<file path="src/gda_pkg.sv">
package gda_pkg;

    localparam int CMD_W       = 2;
    localparam int YEAR_W      = 14;
    localparam int MONTH_W     = 4;
    localparam int DAY_W       = 5;
    localparam int DAY_COUNT_W = 12;
    localparam int DIFF_W      = 22;

    localparam int COUNT_BITS = 12;
    localparam int CNT_W      = (COUNT_BITS < DAY_COUNT_W) ? COUNT_BITS : DAY_COUNT_W;
    localparam int SUM_W      = ((CNT_W > DAY_W) ? CNT_W : DAY_W) + 2;

    localparam int LEAP_CYCLE     = 400;
    localparam int CENTURY        = 100;
    localparam int DAYS_PER_YEAR  = 365;
    localparam int M400_W         = 9;
    localparam int Q400_W         = 5;

    localparam int QUEUE_DEPTH = 2;
    localparam int QPTR_W      = (QUEUE_DEPTH > 1) ? $clog2(QUEUE_DEPTH) : 1;
    localparam int QCNT_W      = $clog2(QUEUE_DEPTH + 1);

    localparam logic [YEAR_W-1:0]  YEAR_MIN  = YEAR_W'(1);
    localparam logic [YEAR_W-1:0]  YEAR_MAX  = YEAR_W'(9999);
    localparam logic [MONTH_W-1:0] MONTH_JAN = MONTH_W'(1);
    localparam logic [MONTH_W-1:0] MONTH_FEB = MONTH_W'(2);
    localparam logic [MONTH_W-1:0] MONTH_DEC = MONTH_W'(12);
    localparam logic [DAY_W-1:0]   DAY_FIRST = DAY_W'(1);
    localparam logic [DAY_W-1:0]   DAY_LAST  = DAY_W'(31);
    localparam logic [DAY_W-1:0]   FEB_LEAP_LEN = DAY_W'(29);
    localparam logic [M400_W-1:0]  M400_LAST = M400_W'(LEAP_CYCLE - 1);

    localparam logic [DAY_W-1:0] MONTH_LEN [12] = '{
        DAY_W'(31), DAY_W'(28), DAY_W'(31), DAY_W'(30), DAY_W'(31), DAY_W'(30),
        DAY_W'(31), DAY_W'(31), DAY_W'(30), DAY_W'(31), DAY_W'(30), DAY_W'(31)
    };

    localparam logic [8:0] CUM_DAYS [12] = '{
        9'd0, 9'd31, 9'd59, 9'd90, 9'd120, 9'd151,
        9'd181, 9'd212, 9'd243, 9'd273, 9'd304, 9'd334
    };

    typedef enum logic [CMD_W-1:0] {
        CMD_ADD  = 2'd0,
        CMD_SUB  = 2'd1,
        CMD_CMP  = 2'd2,
        CMD_DIFF = 2'd3
    } cmd_t;

    localparam int S_FIELDS_W = 2 * (YEAR_W + MONTH_W + DAY_W) + DAY_COUNT_W;
    localparam int S_DATA_W   = ((S_FIELDS_W + 7) / 8) * 8;

    typedef struct packed {
        logic [S_DATA_W-S_FIELDS_W-1:0] pad;
        logic [DAY_COUNT_W-1:0]         day_count;
        logic [DAY_W-1:0]               other_day;
        logic [MONTH_W-1:0]             other_month;
        logic [YEAR_W-1:0]              other_year;
        logic [DAY_W-1:0]               day_in;
        logic [MONTH_W-1:0]             month_in;
        logic [YEAR_W-1:0]              year_in;
    } s_data_t;

    typedef struct packed {
        logic                    out_of_range;
        logic [DIFF_W-1:0]       day_difference;
        logic                    is_equal;
        logic                    is_greater;
        logic [DAY_W-1:0]        new_day;
        logic [MONTH_W-1:0]      new_month;
        logic [YEAR_W-1:0]       new_year;
    } result_t;

    localparam int M_DATA_W = $bits(result_t);

    typedef struct packed {
        logic [YEAR_W-1:0]  year;
        logic [MONTH_W-1:0] month;
        logic [DAY_W-1:0]   day;
        logic [M400_W-1:0]  m400;
        logic [Q400_W-1:0]  q400;
    } date_t;

    typedef struct packed {
        cmd_t             cmd;
        date_t            a;
        date_t            b;
        logic [CNT_W-1:0] count;
    } item_t;

    typedef struct packed {
        logic [Q400_W-1:0] q;
        logic [M400_W-1:0] r;
    } div400_t;

    function automatic logic is_leap(input logic [M400_W-1:0] m400);
        return (m400[1:0] == 2'b00) && (m400 != M400_W'(CENTURY))
            && (m400 != M400_W'(2 * CENTURY)) && (m400 != M400_W'(3 * CENTURY));
    endfunction

    function automatic logic [DAY_W-1:0] days_in(input logic [MONTH_W-1:0] month,
                                                 input logic leap);
        if (month == MONTH_FEB && leap) begin
            return FEB_LEAP_LEN;
        end
        return MONTH_LEN[month - MONTH_JAN];
    endfunction

    function automatic div400_t div400(input logic [YEAR_W-1:0] y);
        logic [YEAR_W-1:0] r;
        logic [Q400_W-1:0] q;
        div400_t           res;
        r = y;
        q = '0;
        for (int i = Q400_W - 1; i >= 0; i--) begin
            if (r >= YEAR_W'(LEAP_CYCLE << i)) begin
                r    = r - YEAR_W'(LEAP_CYCLE << i);
                q[i] = 1'b1;
            end
        end
        res.q = q;
        res.r = r[M400_W-1:0];
        return res;
    endfunction

    function automatic logic [YEAR_W-1:0] clamp_year(input logic [YEAR_W-1:0] y);
        if (y < YEAR_MIN) begin
            return YEAR_MIN;
        end
        if (y > YEAR_MAX) begin
            return YEAR_MAX;
        end
        return y;
    endfunction

    function automatic logic [MONTH_W-1:0] clamp_month(input logic [MONTH_W-1:0] m);
        if (m < MONTH_JAN) begin
            return MONTH_JAN;
        end
        if (m > MONTH_DEC) begin
            return MONTH_DEC;
        end
        return m;
    endfunction

endpackage

</file>
<file path="src/gda_front.sv">
module gda_front
    import gda_pkg::*;
(
    input  logic                aclk,
    input  logic                aresetn,
    input  logic                s_tvalid,
    output logic                s_tready,
    input  logic [S_DATA_W-1:0] s_tdata,
    input  logic [CMD_W-1:0]    s_tuser,
    output logic                push_valid,
    input  logic                push_ready,
    output item_t               push_item
);

    typedef enum logic [3:0] {
        F_IDLE = 4'b0001,
        F_MOD  = 4'b0010,
        F_DAY  = 4'b0100,
        F_PUSH = 4'b1000
    } front_state_t;

    front_state_t     state_reg, state_next;
    item_t            item_reg, item_next;
    logic [DAY_W-1:0] raw_a_reg, raw_a_next;
    logic [DAY_W-1:0] raw_b_reg, raw_b_next;

    s_data_t          s_data;
    div400_t          div_a, div_b;
    logic [DAY_W-1:0] len_a, len_b;

    assign s_data = s_data_t'(s_tdata);
    assign div_a  = div400(item_reg.a.year);
    assign div_b  = div400(item_reg.b.year);
    assign len_a  = days_in(item_reg.a.month, is_leap(item_reg.a.m400));
    assign len_b  = days_in(item_reg.b.month, is_leap(item_reg.b.m400));

    assign s_tready   = (state_reg == F_IDLE);
    assign push_valid = (state_reg == F_PUSH);
    assign push_item  = item_reg;

    always_comb begin
        state_next = state_reg;
        item_next  = item_reg;
        raw_a_next = raw_a_reg;
        raw_b_next = raw_b_reg;
        case (state_reg)
            F_IDLE: begin
                if (s_tvalid) begin
                    item_next.cmd     = cmd_t'(s_tuser);
                    item_next.a.year  = clamp_year(s_data.year_in);
                    item_next.a.month = clamp_month(s_data.month_in);
                    item_next.b.year  = clamp_year(s_data.other_year);
                    item_next.b.month = clamp_month(s_data.other_month);
                    item_next.count   = s_data.day_count[CNT_W-1:0];
                    raw_a_next        = s_data.day_in;
                    raw_b_next        = s_data.other_day;
                    state_next        = F_MOD;
                end
            end
            F_MOD: begin
                item_next.a.m400 = div_a.r;
                item_next.a.q400 = div_a.q;
                item_next.b.m400 = div_b.r;
                item_next.b.q400 = div_b.q;
                state_next       = F_DAY;
            end
            F_DAY: begin
                item_next.a.day = (raw_a_reg < DAY_FIRST) ? DAY_FIRST
                                : ((raw_a_reg > len_a) ? len_a : raw_a_reg);
                item_next.b.day = (raw_b_reg < DAY_FIRST) ? DAY_FIRST
                                : ((raw_b_reg > len_b) ? len_b : raw_b_reg);
                state_next      = F_PUSH;
            end
            F_PUSH: begin
                if (push_ready) begin
                    state_next = F_IDLE;
                end
            end
            default: begin
                state_next = F_IDLE;
            end
        endcase
    end

    always_ff @(posedge aclk) begin
        if (!aresetn) begin
            state_reg <= F_IDLE;
        end else begin
            state_reg <= state_next;
        end
    end

    always_ff @(posedge aclk) begin
        item_reg  <= item_next;
        raw_a_reg <= raw_a_next;
        raw_b_reg <= raw_b_next;
    end

endmodule

</file>
<file path="src/gda_queue.sv">
module gda_queue
    import gda_pkg::*;
(
    input  logic  aclk,
    input  logic  aresetn,
    input  logic  push_valid,
    output logic  push_ready,
    input  item_t push_item,
    output logic  pop_valid,
    input  logic  pop_ready,
    output item_t pop_item
);

    item_t             slot_reg [QUEUE_DEPTH];
    logic [QPTR_W-1:0] wr_ptr_reg, wr_ptr_next;
    logic [QPTR_W-1:0] rd_ptr_reg, rd_ptr_next;
    logic [QCNT_W-1:0] count_reg, count_next;
    logic              do_push, do_pop;

    assign push_ready = (count_reg != QCNT_W'(QUEUE_DEPTH));
    assign pop_valid  = (count_reg != '0);
    assign pop_item   = slot_reg[rd_ptr_reg];
    assign do_push    = push_valid && push_ready;
    assign do_pop     = pop_valid && pop_ready;

    always_comb begin
        wr_ptr_next = wr_ptr_reg;
        rd_ptr_next = rd_ptr_reg;
        count_next  = count_reg;
        if (do_push) begin
            wr_ptr_next = (wr_ptr_reg == QPTR_W'(QUEUE_DEPTH - 1)) ? '0
                        : wr_ptr_reg + QPTR_W'(1);
        end
        if (do_pop) begin
            rd_ptr_next = (rd_ptr_reg == QPTR_W'(QUEUE_DEPTH - 1)) ? '0
                        : rd_ptr_reg + QPTR_W'(1);
        end
        if (do_push && !do_pop) begin
            count_next = count_reg + QCNT_W'(1);
        end else if (do_pop && !do_push) begin
            count_next = count_reg - QCNT_W'(1);
        end
    end

    always_ff @(posedge aclk) begin
        if (!aresetn) begin
            wr_ptr_reg <= '0;
            rd_ptr_reg <= '0;
            count_reg  <= '0;
        end else begin
            wr_ptr_reg <= wr_ptr_next;
            rd_ptr_reg <= rd_ptr_next;
            count_reg  <= count_next;
        end
    end

    always_ff @(posedge aclk) begin
        if (do_push) begin
            slot_reg[wr_ptr_reg] <= push_item;
        end
    end

endmodule

</file>
<file path="src/gda_back.sv">
module gda_back
    import gda_pkg::*;
(
    input  logic                aclk,
    input  logic                aresetn,
    input  logic                pop_valid,
    output logic                pop_ready,
    input  item_t               pop_item,
    output logic                m_tvalid,
    input  logic                m_tready,
    output logic [M_DATA_W-1:0] m_tdata
);

    typedef enum logic [6:0] {
        B_IDLE = 7'b0000001,
        B_ADD  = 7'b0000010,
        B_SUB  = 7'b0000100,
        B_DN1  = 7'b0001000,
        B_DN2  = 7'b0010000,
        B_DN3  = 7'b0100000,
        B_EMIT = 7'b1000000
    } back_state_t;

    back_state_t              state_reg, state_next;
    item_t                    item_reg, item_next;
    logic [YEAR_W-1:0]        y_reg, y_next;
    logic [MONTH_W-1:0]       m_reg, m_next;
    logic [M400_W-1:0]        m400_reg, m400_next;
    logic signed [SUM_W-1:0]  d_reg, d_next;
    result_t                  res_reg, res_next;
    logic [DIFF_W-1:0]        prod_a_reg, prod_a_next, prod_b_reg, prod_b_next;
    logic [DIFF_W-1:0]        ext_a_reg, ext_a_next, ext_b_reg, ext_b_next;
    logic [DIFF_W-1:0]        num_a_reg, num_a_next, num_b_reg, num_b_next;
    logic                     m_tvalid_reg, m_tvalid_next;
    result_t                  m_tdata_reg, m_tdata_next;

    logic                     out_free;
    logic signed [SUM_W-1:0]  head_day, head_count;
    logic [DAY_W-1:0]         cur_len, prev_len;
    logic [YEAR_W-1:0]        prev_y;
    logic [MONTH_W-1:0]       prev_m;
    logic [M400_W-1:0]        prev_m400;

    function automatic logic [DIFF_W-1:0] dn_ext(input date_t x);
        logic [YEAR_W-1:0] p;
        logic [M400_W-1:0] pm;
        logic [Q400_W-1:0] pq;
        logic [1:0]        c100;
        logic              feb_adj;
        p  = x.year - YEAR_W'(1);
        pm = (x.m400 == '0) ? M400_LAST : x.m400 - M400_W'(1);
        pq = (x.m400 == '0) ? x.q400 - Q400_W'(1) : x.q400;
        c100 = (pm >= M400_W'(3 * CENTURY)) ? 2'd3
             : (pm >= M400_W'(2 * CENTURY)) ? 2'd2
             : (pm >= M400_W'(CENTURY))     ? 2'd1 : 2'd0;
        feb_adj = (x.month > MONTH_FEB) && is_leap(x.m400);
        return DIFF_W'(p >> 2) - DIFF_W'({pq, 2'b00}) - DIFF_W'(c100) + DIFF_W'(pq)
             + DIFF_W'(CUM_DAYS[x.month - MONTH_JAN]) + DIFF_W'(feb_adj) + DIFF_W'(x.day);
    endfunction

    assign out_free   = !m_tvalid_reg || m_tready;
    assign pop_ready  = (state_reg == B_IDLE);
    assign m_tvalid   = m_tvalid_reg;
    assign m_tdata    = m_tdata_reg;

    assign head_day   = $signed({{(SUM_W - DAY_W){1'b0}}, pop_item.a.day});
    assign head_count = $signed({{(SUM_W - CNT_W){1'b0}}, pop_item.count});

    assign cur_len   = days_in(m_reg, is_leap(m400_reg));
    assign prev_y    = (m_reg == MONTH_JAN) ? y_reg - YEAR_W'(1) : y_reg;
    assign prev_m    = (m_reg == MONTH_JAN) ? MONTH_DEC : m_reg - MONTH_W'(1);
    assign prev_m400 = (m_reg != MONTH_JAN) ? m400_reg
                     : ((m400_reg == '0) ? M400_LAST : m400_reg - M400_W'(1));
    assign prev_len  = days_in(prev_m, is_leap(prev_m400));

    always_comb begin
        state_next    = state_reg;
        item_next     = item_reg;
        y_next        = y_reg;
        m_next        = m_reg;
        m400_next     = m400_reg;
        d_next        = d_reg;
        res_next      = res_reg;
        prod_a_next   = prod_a_reg;
        prod_b_next   = prod_b_reg;
        ext_a_next    = ext_a_reg;
        ext_b_next    = ext_b_reg;
        num_a_next    = num_a_reg;
        num_b_next    = num_b_reg;
        m_tvalid_next = m_tvalid_reg && !m_tready;
        m_tdata_next  = m_tdata_reg;
        case (state_reg)
            B_IDLE: begin
                if (pop_valid) begin
                    item_next = pop_item;
                    y_next    = pop_item.a.year;
                    m_next    = pop_item.a.month;
                    m400_next = pop_item.a.m400;
                    res_next  = '0;
                    case (pop_item.cmd)
                        CMD_ADD: begin
                            d_next     = head_day + head_count;
                            state_next = B_ADD;
                        end
                        CMD_SUB: begin
                            d_next     = head_day - head_count;
                            state_next = B_SUB;
                        end
                        CMD_CMP: begin
                            res_next.is_greater =
                                {pop_item.a.year, pop_item.a.month, pop_item.a.day} >
                                {pop_item.b.year, pop_item.b.month, pop_item.b.day};
                            res_next.is_equal =
                                {pop_item.a.year, pop_item.a.month, pop_item.a.day} ==
                                {pop_item.b.year, pop_item.b.month, pop_item.b.day};
                            state_next = B_EMIT;
                        end
                        default: begin
                            state_next = B_DN1;
                        end
                    endcase
                end
            end
            B_ADD: begin
                if (d_reg > $signed({{(SUM_W - DAY_W){1'b0}}, cur_len})) begin
                    d_next = d_reg - $signed({{(SUM_W - DAY_W){1'b0}}, cur_len});
                    if (m_reg == MONTH_DEC) begin
                        if (y_reg == YEAR_MAX) begin
                            res_next.new_year     = YEAR_MAX;
                            res_next.new_month    = MONTH_DEC;
                            res_next.new_day      = DAY_LAST;
                            res_next.out_of_range = 1'b1;
                            state_next            = B_EMIT;
                        end else begin
                            y_next    = y_reg + YEAR_W'(1);
                            m_next    = MONTH_JAN;
                            m400_next = (m400_reg == M400_LAST) ? '0
                                      : m400_reg + M400_W'(1);
                        end
                    end else begin
                        m_next = m_reg + MONTH_W'(1);
                    end
                end else begin
                    res_next.new_year  = y_reg;
                    res_next.new_month = m_reg;
                    res_next.new_day   = d_reg[DAY_W-1:0];
                    state_next         = B_EMIT;
                end
            end
            B_SUB: begin
                if (d_reg <= $signed(SUM_W'(0))) begin
                    if (m_reg == MONTH_JAN && y_reg == YEAR_MIN) begin
                        res_next.new_year     = YEAR_MIN;
                        res_next.new_month    = MONTH_JAN;
                        res_next.new_day      = DAY_FIRST;
                        res_next.out_of_range = 1'b1;
                        state_next            = B_EMIT;
                    end else begin
                        y_next    = prev_y;
                        m_next    = prev_m;
                        m400_next = prev_m400;
                        d_next    = d_reg + $signed({{(SUM_W - DAY_W){1'b0}}, prev_len});
                    end
                end else begin
                    res_next.new_year  = y_reg;
                    res_next.new_month = m_reg;
                    res_next.new_day   = d_reg[DAY_W-1:0];
                    state_next         = B_EMIT;
                end
            end
            B_DN1: begin
                prod_a_next = DIFF_W'(item_reg.a.year - YEAR_W'(1)) * DIFF_W'(DAYS_PER_YEAR);
                prod_b_next = DIFF_W'(item_reg.b.year - YEAR_W'(1)) * DIFF_W'(DAYS_PER_YEAR);
                ext_a_next  = dn_ext(item_reg.a);
                ext_b_next  = dn_ext(item_reg.b);
                state_next  = B_DN2;
            end
            B_DN2: begin
                num_a_next = prod_a_reg + ext_a_reg;
                num_b_next = prod_b_reg + ext_b_reg;
                state_next = B_DN3;
            end
            B_DN3: begin
                res_next.day_difference = (num_a_reg > num_b_reg) ? num_a_reg - num_b_reg : '0;
                state_next              = B_EMIT;
            end
            B_EMIT: begin
                if (out_free) begin
                    m_tvalid_next = 1'b1;
                    m_tdata_next  = res_reg;
                    state_next    = B_IDLE;
                end
            end
            default: begin
                state_next = B_IDLE;
            end
        endcase
    end

    always_ff @(posedge aclk) begin
        if (!aresetn) begin
            state_reg    <= B_IDLE;
            m_tvalid_reg <= 1'b0;
        end else begin
            state_reg    <= state_next;
            m_tvalid_reg <= m_tvalid_next;
        end
    end

    always_ff @(posedge aclk) begin
        item_reg    <= item_next;
        y_reg       <= y_next;
        m_reg       <= m_next;
        m400_reg    <= m400_next;
        d_reg       <= d_next;
        res_reg     <= res_next;
        prod_a_reg  <= prod_a_next;
        prod_b_reg  <= prod_b_next;
        ext_a_reg   <= ext_a_next;
        ext_b_reg   <= ext_b_next;
        num_a_reg   <= num_a_next;
        num_b_reg   <= num_b_next;
        m_tdata_reg <= m_tdata_next;
    end

endmodule

</file>
<file path="src/gregorian_date_arithmetic_top.sv">
// Gregorian date arithmetic on a stream: each input beat carries a command in s_tuser
// (add days, subtract days, compare, day difference), two dates and a day count, and
// gives exactly one output beat. Dates are clamped field by field before use, and add or
// subtract saturates at 9999-12-31 or 0001-01-01 with out_of_range set. A front stage
// takes each beat through its steps in turn (capture and clamp of year and month, the year
// modulo 400, the day clamp, the hand-off into a two-entry queue) before it takes the next.
// In the back end, add or subtract walks the day count a month at a time by a single step
// that takes off (add) or adds back (subtract) one month length and carries into the
// month and year.
module gregorian_date_arithmetic_top
    import gda_pkg::*;
(
    input  logic                aclk,
    input  logic                aresetn,
    input  logic                s_tvalid,
    output logic                s_tready,
    // year_in, month_in, day_in, other_year, other_month, other_day, day_count, zero pad
    input  logic [S_DATA_W-1:0] s_tdata,
    // command
    input  logic [CMD_W-1:0]    s_tuser,
    output logic                m_tvalid,
    input  logic                m_tready,
    // new_year, new_month, new_day, is_greater, is_equal, day_difference, out_of_range
    output logic [M_DATA_W-1:0] m_tdata
);

    logic  push_valid, push_ready;
    item_t push_item;
    logic  pop_valid, pop_ready;
    item_t pop_item;

    gda_front u_front (
        .aclk       (aclk),
        .aresetn    (aresetn),
        .s_tvalid   (s_tvalid),
        .s_tready   (s_tready),
        .s_tdata    (s_tdata),
        .s_tuser    (s_tuser),
        .push_valid (push_valid),
        .push_ready (push_ready),
        .push_item  (push_item)
    );

    gda_queue u_queue (
        .aclk       (aclk),
        .aresetn    (aresetn),
        .push_valid (push_valid),
        .push_ready (push_ready),
        .push_item  (push_item),
        .pop_valid  (pop_valid),
        .pop_ready  (pop_ready),
        .pop_item   (pop_item)
    );

    gda_back u_back (
        .aclk      (aclk),
        .aresetn   (aresetn),
        .pop_valid (pop_valid),
        .pop_ready (pop_ready),
        .pop_item  (pop_item),
        .m_tvalid  (m_tvalid),
        .m_tready  (m_tready),
        .m_tdata   (m_tdata)
    );

endmodule

</file>
<file path="config.mk">
export PLATFORM = sky130hd
export DESIGN_NAME = gregorian_date_arithmetic_top
export DESIGN_NICKNAME = d
export VERILOG_FILES = /design/src/gda_pkg.sv /design/src/gda_front.sv /design/src/gda_queue.sv /design/src/gda_back.sv /design/src/gregorian_date_arithmetic_top.sv
export SDC_FILE = /design/constraint.sdc
export NUM_CORES = 2
export LEC_CHECK = 0
export BUFFER_PORTS_ARGS = -buffer_cell sky130_fd_sc_hd__buf_2
export CAP_MARGIN = 20
export CORE_MARGIN = 4
export CORE_UTILIZATION = 34
export CTS_BUF_LIST = sky130_fd_sc_hd__clkbuf_8 sky130_fd_sc_hd__clkbuf_16
export DETAILED_ROUTE_END_ITERATION = 6
export GPL_TIMING_DRIVEN = 0
export REMOVE_ABC_BUFFERS = 1
export SLEW_MARGIN = 20
export SYNTH_ARGS = -nofsm -noshare
export SYNTH_HDL_FRONTEND = slang
export SYNTH_SLANG_ARGS = --single-unit
</file>
<file path="constraint.sdc">
create_clock -name aclk -period 23.6 [get_ports aclk]
set_input_delay 2.36 -clock aclk [delete_from_list [all_inputs] [get_ports aclk]]
set_output_delay 2.36 -clock aclk [all_outputs]
set_load 0.01 [all_outputs]
</file>
### Yosys cells after proc, flatten, opt, wreduce, memory -nomap -nowiden

Memory sizes are Yosys's and may differ from the RTL's. A register that Yosys moved wholly into a read port is not among the register bits.
Cells that the tools add are included.

| word-level totals | value |
|---|---|
| memory bits (read-only) | 608 |
| register bits | 457 |
| memories kept | 7 |
| latch bits | 0 |
| output and inout bits | 50 |
| word-level logic and storage cells | 452 |
| bits in writable memories | 176 |

| operators by class | value |
|---|---|
| $mul | 2 |
| div/mod/pow operators | 0 |
| add/subtract/negate cells | 52 |
| multiplexer cells | 170 |
| shift operators | 0 |
| equality and inequality tests | 60 |
| magnitude comparators | 40 |
| reduce and logical (&&, ||, !) cells | 61 |
| bitwise gates (word level) | 6 |

Memories:

| name | words | width | read ports | clocked after memory_dff | wr ports | RTL line | text |
|---|---|---|---|---|---|---|---|
| u_queue.slot_reg | 2 | 88 | 1 | 1 | 1 | gda_queue.sv:14 | `item_t slot_reg [QUEUE_DEPTH];` |
| (no name shown) | 16 | 9 | 1 | 0 | 0 | gda_back.sv:58 | `+ DIFF_W'(CUM_DAYS[x.month - MONTH_JAN]) + DIFF_W'(feb_adj) + DIFF_W'(x.day);` |
| (no name shown) | 16 | 9 | 1 | 0 | 0 | gda_back.sv:58 |  |
| (no name shown) | 16 | 5 | 1 | 0 | 0 | gda_pkg.sv:107 | `return MONTH_LEN[month - MONTH_JAN];` |
| (no name shown) | 16 | 5 | 1 | 0 | 0 | gda_pkg.sv:107 |  |
| (no name shown) | 16 | 5 | 1 | 0 | 0 | gda_pkg.sv:107 |  |
| 1 more memories | n/a | n/a | n/a | n/a | n/a | n/a |  |

Operators by type and width:

| cell | count |
|---|---|
| $mux W14 | 27 |
| $mux W9 | 17 |
| $mux W23 | 5 |
| $mux W5 | 20 |
| $add A22 B5 Y22 | 4 |
| $pmux W14 S3 | 2 |
| $pmux W23 S3 | 1 |
| $mux W4 | 17 |
| $mux W1 | 57 |
| $ne A9 B7 Y1 const B | 6 |
| $ne A9 B8 Y1 const B | 6 |
| $ne A9 B9 Y1 const B | 6 |
| $mux W7 | 7 |
| $pmux W7 S7 | 1 |
| $mux W48 | 1 |
| $add A22 B1 Y22 | 2 |
| $add A22 B22 Y22 | 2 |
| $add A22 B9 Y22 | 2 |
| $mul A22 B9 Y22 const B | 2 |
| $pmux W22 S2 | 1 |
| $sub A22 B2 Y22 | 2 |
| $sub A14 B1 Y14 const B | 3 |
| $ge A5 B5 Y1 const B | 6 |
| $logic_and A1 B1 Y1 | 30 |
| other kinds (82) | 164 |

### Logic depth before layout (Yosys ltp)

| logic depth | value |
|---|---|
| depth in word-level cells | 14 |
| mapped depth | 35 |
| depth with buffers taken out | 33 |

### Cells and area by module

A second synthesis with hierarchy kept.

| unflattened totals | value |
|---|---|
| cell total of the unflattened synthesis | 3613 |
| area, all modules | 40978.1 µm² |

By module, submodules not included:

| module | area each (µm²) | cells each | times used |
|---|---|---|---|
| gda_back | 27885.5 | 2691 | 1 |
| gda_queue | 6668.9 | 298 | 1 |
| gda_front | 6423.7 | 624 | 1 |

### Least setup slack after synthesis

Ideal clock, no wire load.

| path | value |
|---|---|
| path type | reg-to-reg |
| start point | register u_back.state_reg[1] |
| end point | register u_back.state_reg[4] |
| arrival time | 7.900 ns |
| setup time | 0.098 ns |
| data required time | 23.502 ns |
| cell stages (with the launch flop) | 6 |
| slack | 15.603 ns |
| cell sequence | dfxtp_1 -> clkbuf_1 -> nor3_1 -> nand2_1 -> nor3b_1 -> and3_1 |

| between the ends | value |
|---|---|
| longest elaborated chain between the ends | 3 |
| elaborated cells on any way between the ends | 14 |
| classes of those cells | eq/ne: 12; mux: 1; reduce/logical: 1 |

Ends and longest elaborated chain:

| what | RTL line | text |
|---|---|---|
| start, declared | gda_back.sv:24 | `back_state_t state_reg, state_next;` |
| start signal, assigned | gda_back.sv:205 | `state_reg <= state_next;` |
| $eq A7 B3 Y1, or another cell as far along | gda_back.sv:92 | `case (state_reg)` |
| $ne A3 B3 Y1 (no source line) or $ne A2 B1 Y1 (tied branches) | n/a |  |
| $reduce_and A5 Y1 (no source line) | n/a |  |

Parallel ways exist; a longest one is shown, timed or not.
A chain may end at the register's enable or synchronous reset.

==> results.yml <==
timing:
  setup_violations: 0
  rsz0062_at_grt: "no"
  maxSlewHeadroom_pct: 36.4
  period_share_pct: 35.8
  fmax_mhz: 118
  setup_ws_ps: 15140
  skew_ps: 47.0
  finalSetupTns_ps: 0
  finalMaxSlewViolations: 0
  worst_pin_slew_ps: 952
  period_minus_slack_ps: 8460
  timing.final.hold_violations: 0
min_path:
  min_path_type: "register to register"
  hp-start: "u_back.res_reg[33]$_DFFE_PP_"
routing:
  totalWireLength_mm: 86.8
  wl_per_cell_microns: 16.5
  antenna_left: 0
  first_iter_violations: 1684
  routed-via-count: 26200
  vias_per_cell: 4.98
  drt_pass1_iterations: 6
  drc: 0
synth:
  yosysSeqAreaShare_pct: 47.3
  synth_area_per_cell_sq_um: 11.3
  synth_ff_type: "edfxtp_1"
  synth.distinct_cells: 97
  syn_area_sq_um: 39900
  yosys_warnings: 0
  synth_seq_cells: 634
  synthCells: 3526
  synthArstFlopShare_pct: 0
  synth_edf_count: 617
clock_tree:
  clk_latency_ps: 660
  postCtsHoldBufs: 0
  cts_tree: "done"
  cts_resized: 0
  cts_root_buf: "clkbuf_16"
  cts_max_path_buffers: 3
  cts_sinks: 634
  cts_made_buffers: 75
  cts_setup_buffers: 0
  clk_pin_slew_ps: 60
  htree_levels: 3
setup_path:
  cpMaxStageDelayCell: "nor4_2"
  reg2reg_from: "u_front.push_item[72]$_SDFFCE_PN1P_"
  path_class: "register to register"
  cp-startpoint: "u_front.push_item[72]$_SDFFCE_PN1P_"
  cp_max_fo: 12
  cp-start-kind: "register"
  cp.buffers_inverters: 3
  critical_path.max_stage_delay_ps: 680
  critPathRequiredTime_ps: 24080
  cp_top_family: "simple AND/OR/NAND/NOR gates"
  crit_path_end_kind: "register"
  cp.arrival_ps: 8940
global_route:
  grt_start_max_net_pins: 48
  antenna_found_initial: 3
  grt_pass1_vias: 25700
  track_usage_pct: 14.0
  grt_overflow: 0
  grt_pass1_wl_mm: 138
final_layout:
  largest_reg_flops: 176
  area_growth_pct: 13.4
  drive_above_1_share_pct: 10.4
  fin_nets: 4204
  fillCellCount: 11200
  antennaDiodeCount: 0
  stdcell_count: 5251
floorplanning:
  dieArea_sq_um: 123000
  start_util_pct: 34.3
  ios: 120
  die_y_microns: 351
  fp.dieW_microns: 351
  num_rows: 125
  core_area_sq_um: 116000
placed_design:
  dp_slack_ps: 15260
  gp_congestion: 0.870
  place_inst: 5116
  io_buffers: 113
  place_hpwl_mm: 67.3
run_status:
  status: "complete, no violations"
run:
  cap_violations: 0
[final cells by class]
type,count,area (sq um),share of cell area [%]
inverters,399,1500,3.32
multi-input cells,2398,19300,42.6
repair buffers,161,1200,2.65
well taps,1524,1910,4.22
clock buffers,75,1880,4.15
flip-flops and latches,634,18900,41.7
clock inverters,60,591,1.31
[worst register-to-register path: cells and delay by family (launching register included)]
kind | cells | cell delay, ps
compound gates | 11 | 2710
xor+xnor | 2 | 620
fa+ha+maj | 4 | 1080
buf+inv | 3 | 250
flops | 1 | 510
mux | 1 | 260
simple gates | 9 | 2860
[per-stage QoR]
stage                     instance area (sq um)  hold WS [ps]  utilization (%)
after floorplan                           39500           400                -
after global placement                    42000           404             36.1
after detailed placement                  42800           405             36.8
after CTS                                 45200           418             38.9
after global routing                      45200           424             38.9
final                                     45200           415             38.9
[final timing paths]
check,to,slack (ps),depth (start not counted)
max,u_front.push_item[61]$_DFFE_PN_,15140,30
min,u_back.m_tdata[33]$_DFFE_PP_,420,0
max reg2reg,u_front.push_item[61]$_DFFE_PN_,15140,30
min reg2reg,u_back.m_tdata[33]$_DFFE_PP_,420,0
[Yosys cell counts, drive strengths merged, types with 13 or more instances]
cell | number | area share [%]
edfxtp | 617 | 46
inv | 399 | 3.8
ha | 328 | 10
nor2 | 241 | 2.3
nand2 | 191 | 1.8
o21ai | 170 | 2.1
xnor2 | 158 | 3.5
a21oi | 155 | 2.0
fa | 137 | 6.9
nor3 | 84 | 1.1
clkbuf | 82 | 0.77
nand3 | 63 | 0.79
mux2 | 59 | 1.7
xor2 | 55 | 1.2
mux2i | 54 | 1.4
a21o | 48 | 0.90
nand2b | 45 | 0.71
and3 | 43 | 0.67
and2 | 42 | 0.66
nor2b | 41 | 0.64
a21boi | 35 | 0.66
nor4 | 33 | 0.55
a211oi | 21 | 0.45
a31oi | 21 | 0.33
nand4 | 21 | 0.33
o211ai | 21 | 0.40
or3 | 21 | 0.33
o22ai | 20 | 0.31
nor3b | 18 | 0.34
o21a | 18 | 0.34
dfxtp | 17 | 0.85
o31ai | 17 | 0.32
a221o | 15 | 0.38
o21bai | 15 | 0.28
or4 | 15 | 0.28
o221ai | 14 | 0.31
or2 | 14 | 0.22
buf | 13 | 0.13
[routing by layer]
| metal | GRT usage (%) | share of wire [%] |
|---|---|---|
| met1 | 18.8 | 46 |
| met2 | 23.4 | 47 |
| met3 | 2.24 | 4.1 |
| met4 | 4.48 | 2.8 |
| met5 | 0 | 0.014 |
[logic make-up after synthesis]
group | after synthesis | share of synthesized area (%)
flip-flops | 634 | 47.3
multiplexers | 113 | 3.02
adder cells (fa/ha/maj) | 467 | 17.2
buffers and inverters | 494 | 4.67
AO/OA/AOI/OAI | 690 | 11.6
AND/OR/NAND/NOR | 915 | 11.6
XOR/XNOR | 213 | 4.68
[cell usage in the layout, fill, tap and decap left out, types with 31 or more instances in the layout]
| master | count |
|---|---|
| edfxtp_1 | 617 |
| inv_1 | 412 |
| ha_1 | 328 |
| nor2_1 | 236 |
| nand2_1 | 191 |
| o21ai_0 | 169 |
| xnor2_1 | 158 |
| a21oi_1 | 151 |
| fa_1 | 137 |
| buf_2 | 117 |
| nor3_1 | 84 |
| clkbuf_16 | 75 |
| nand3_1 | 63 |
| mux2_2 | 59 |
| xor2_1 | 55 |
| mux2i_1 | 54 |
| a21o_1 | 48 |
| nand2b_1 | 45 |
| and3_1 | 43 |
| nor2b_1 | 40 |
| and2_1 | 39 |
| a21boi_0 | 34 |
| nor4_1 | 31 |
Power is not shown: default switching activity piles up to over one toggle a cycle in this logic, so the estimate is an artifact.
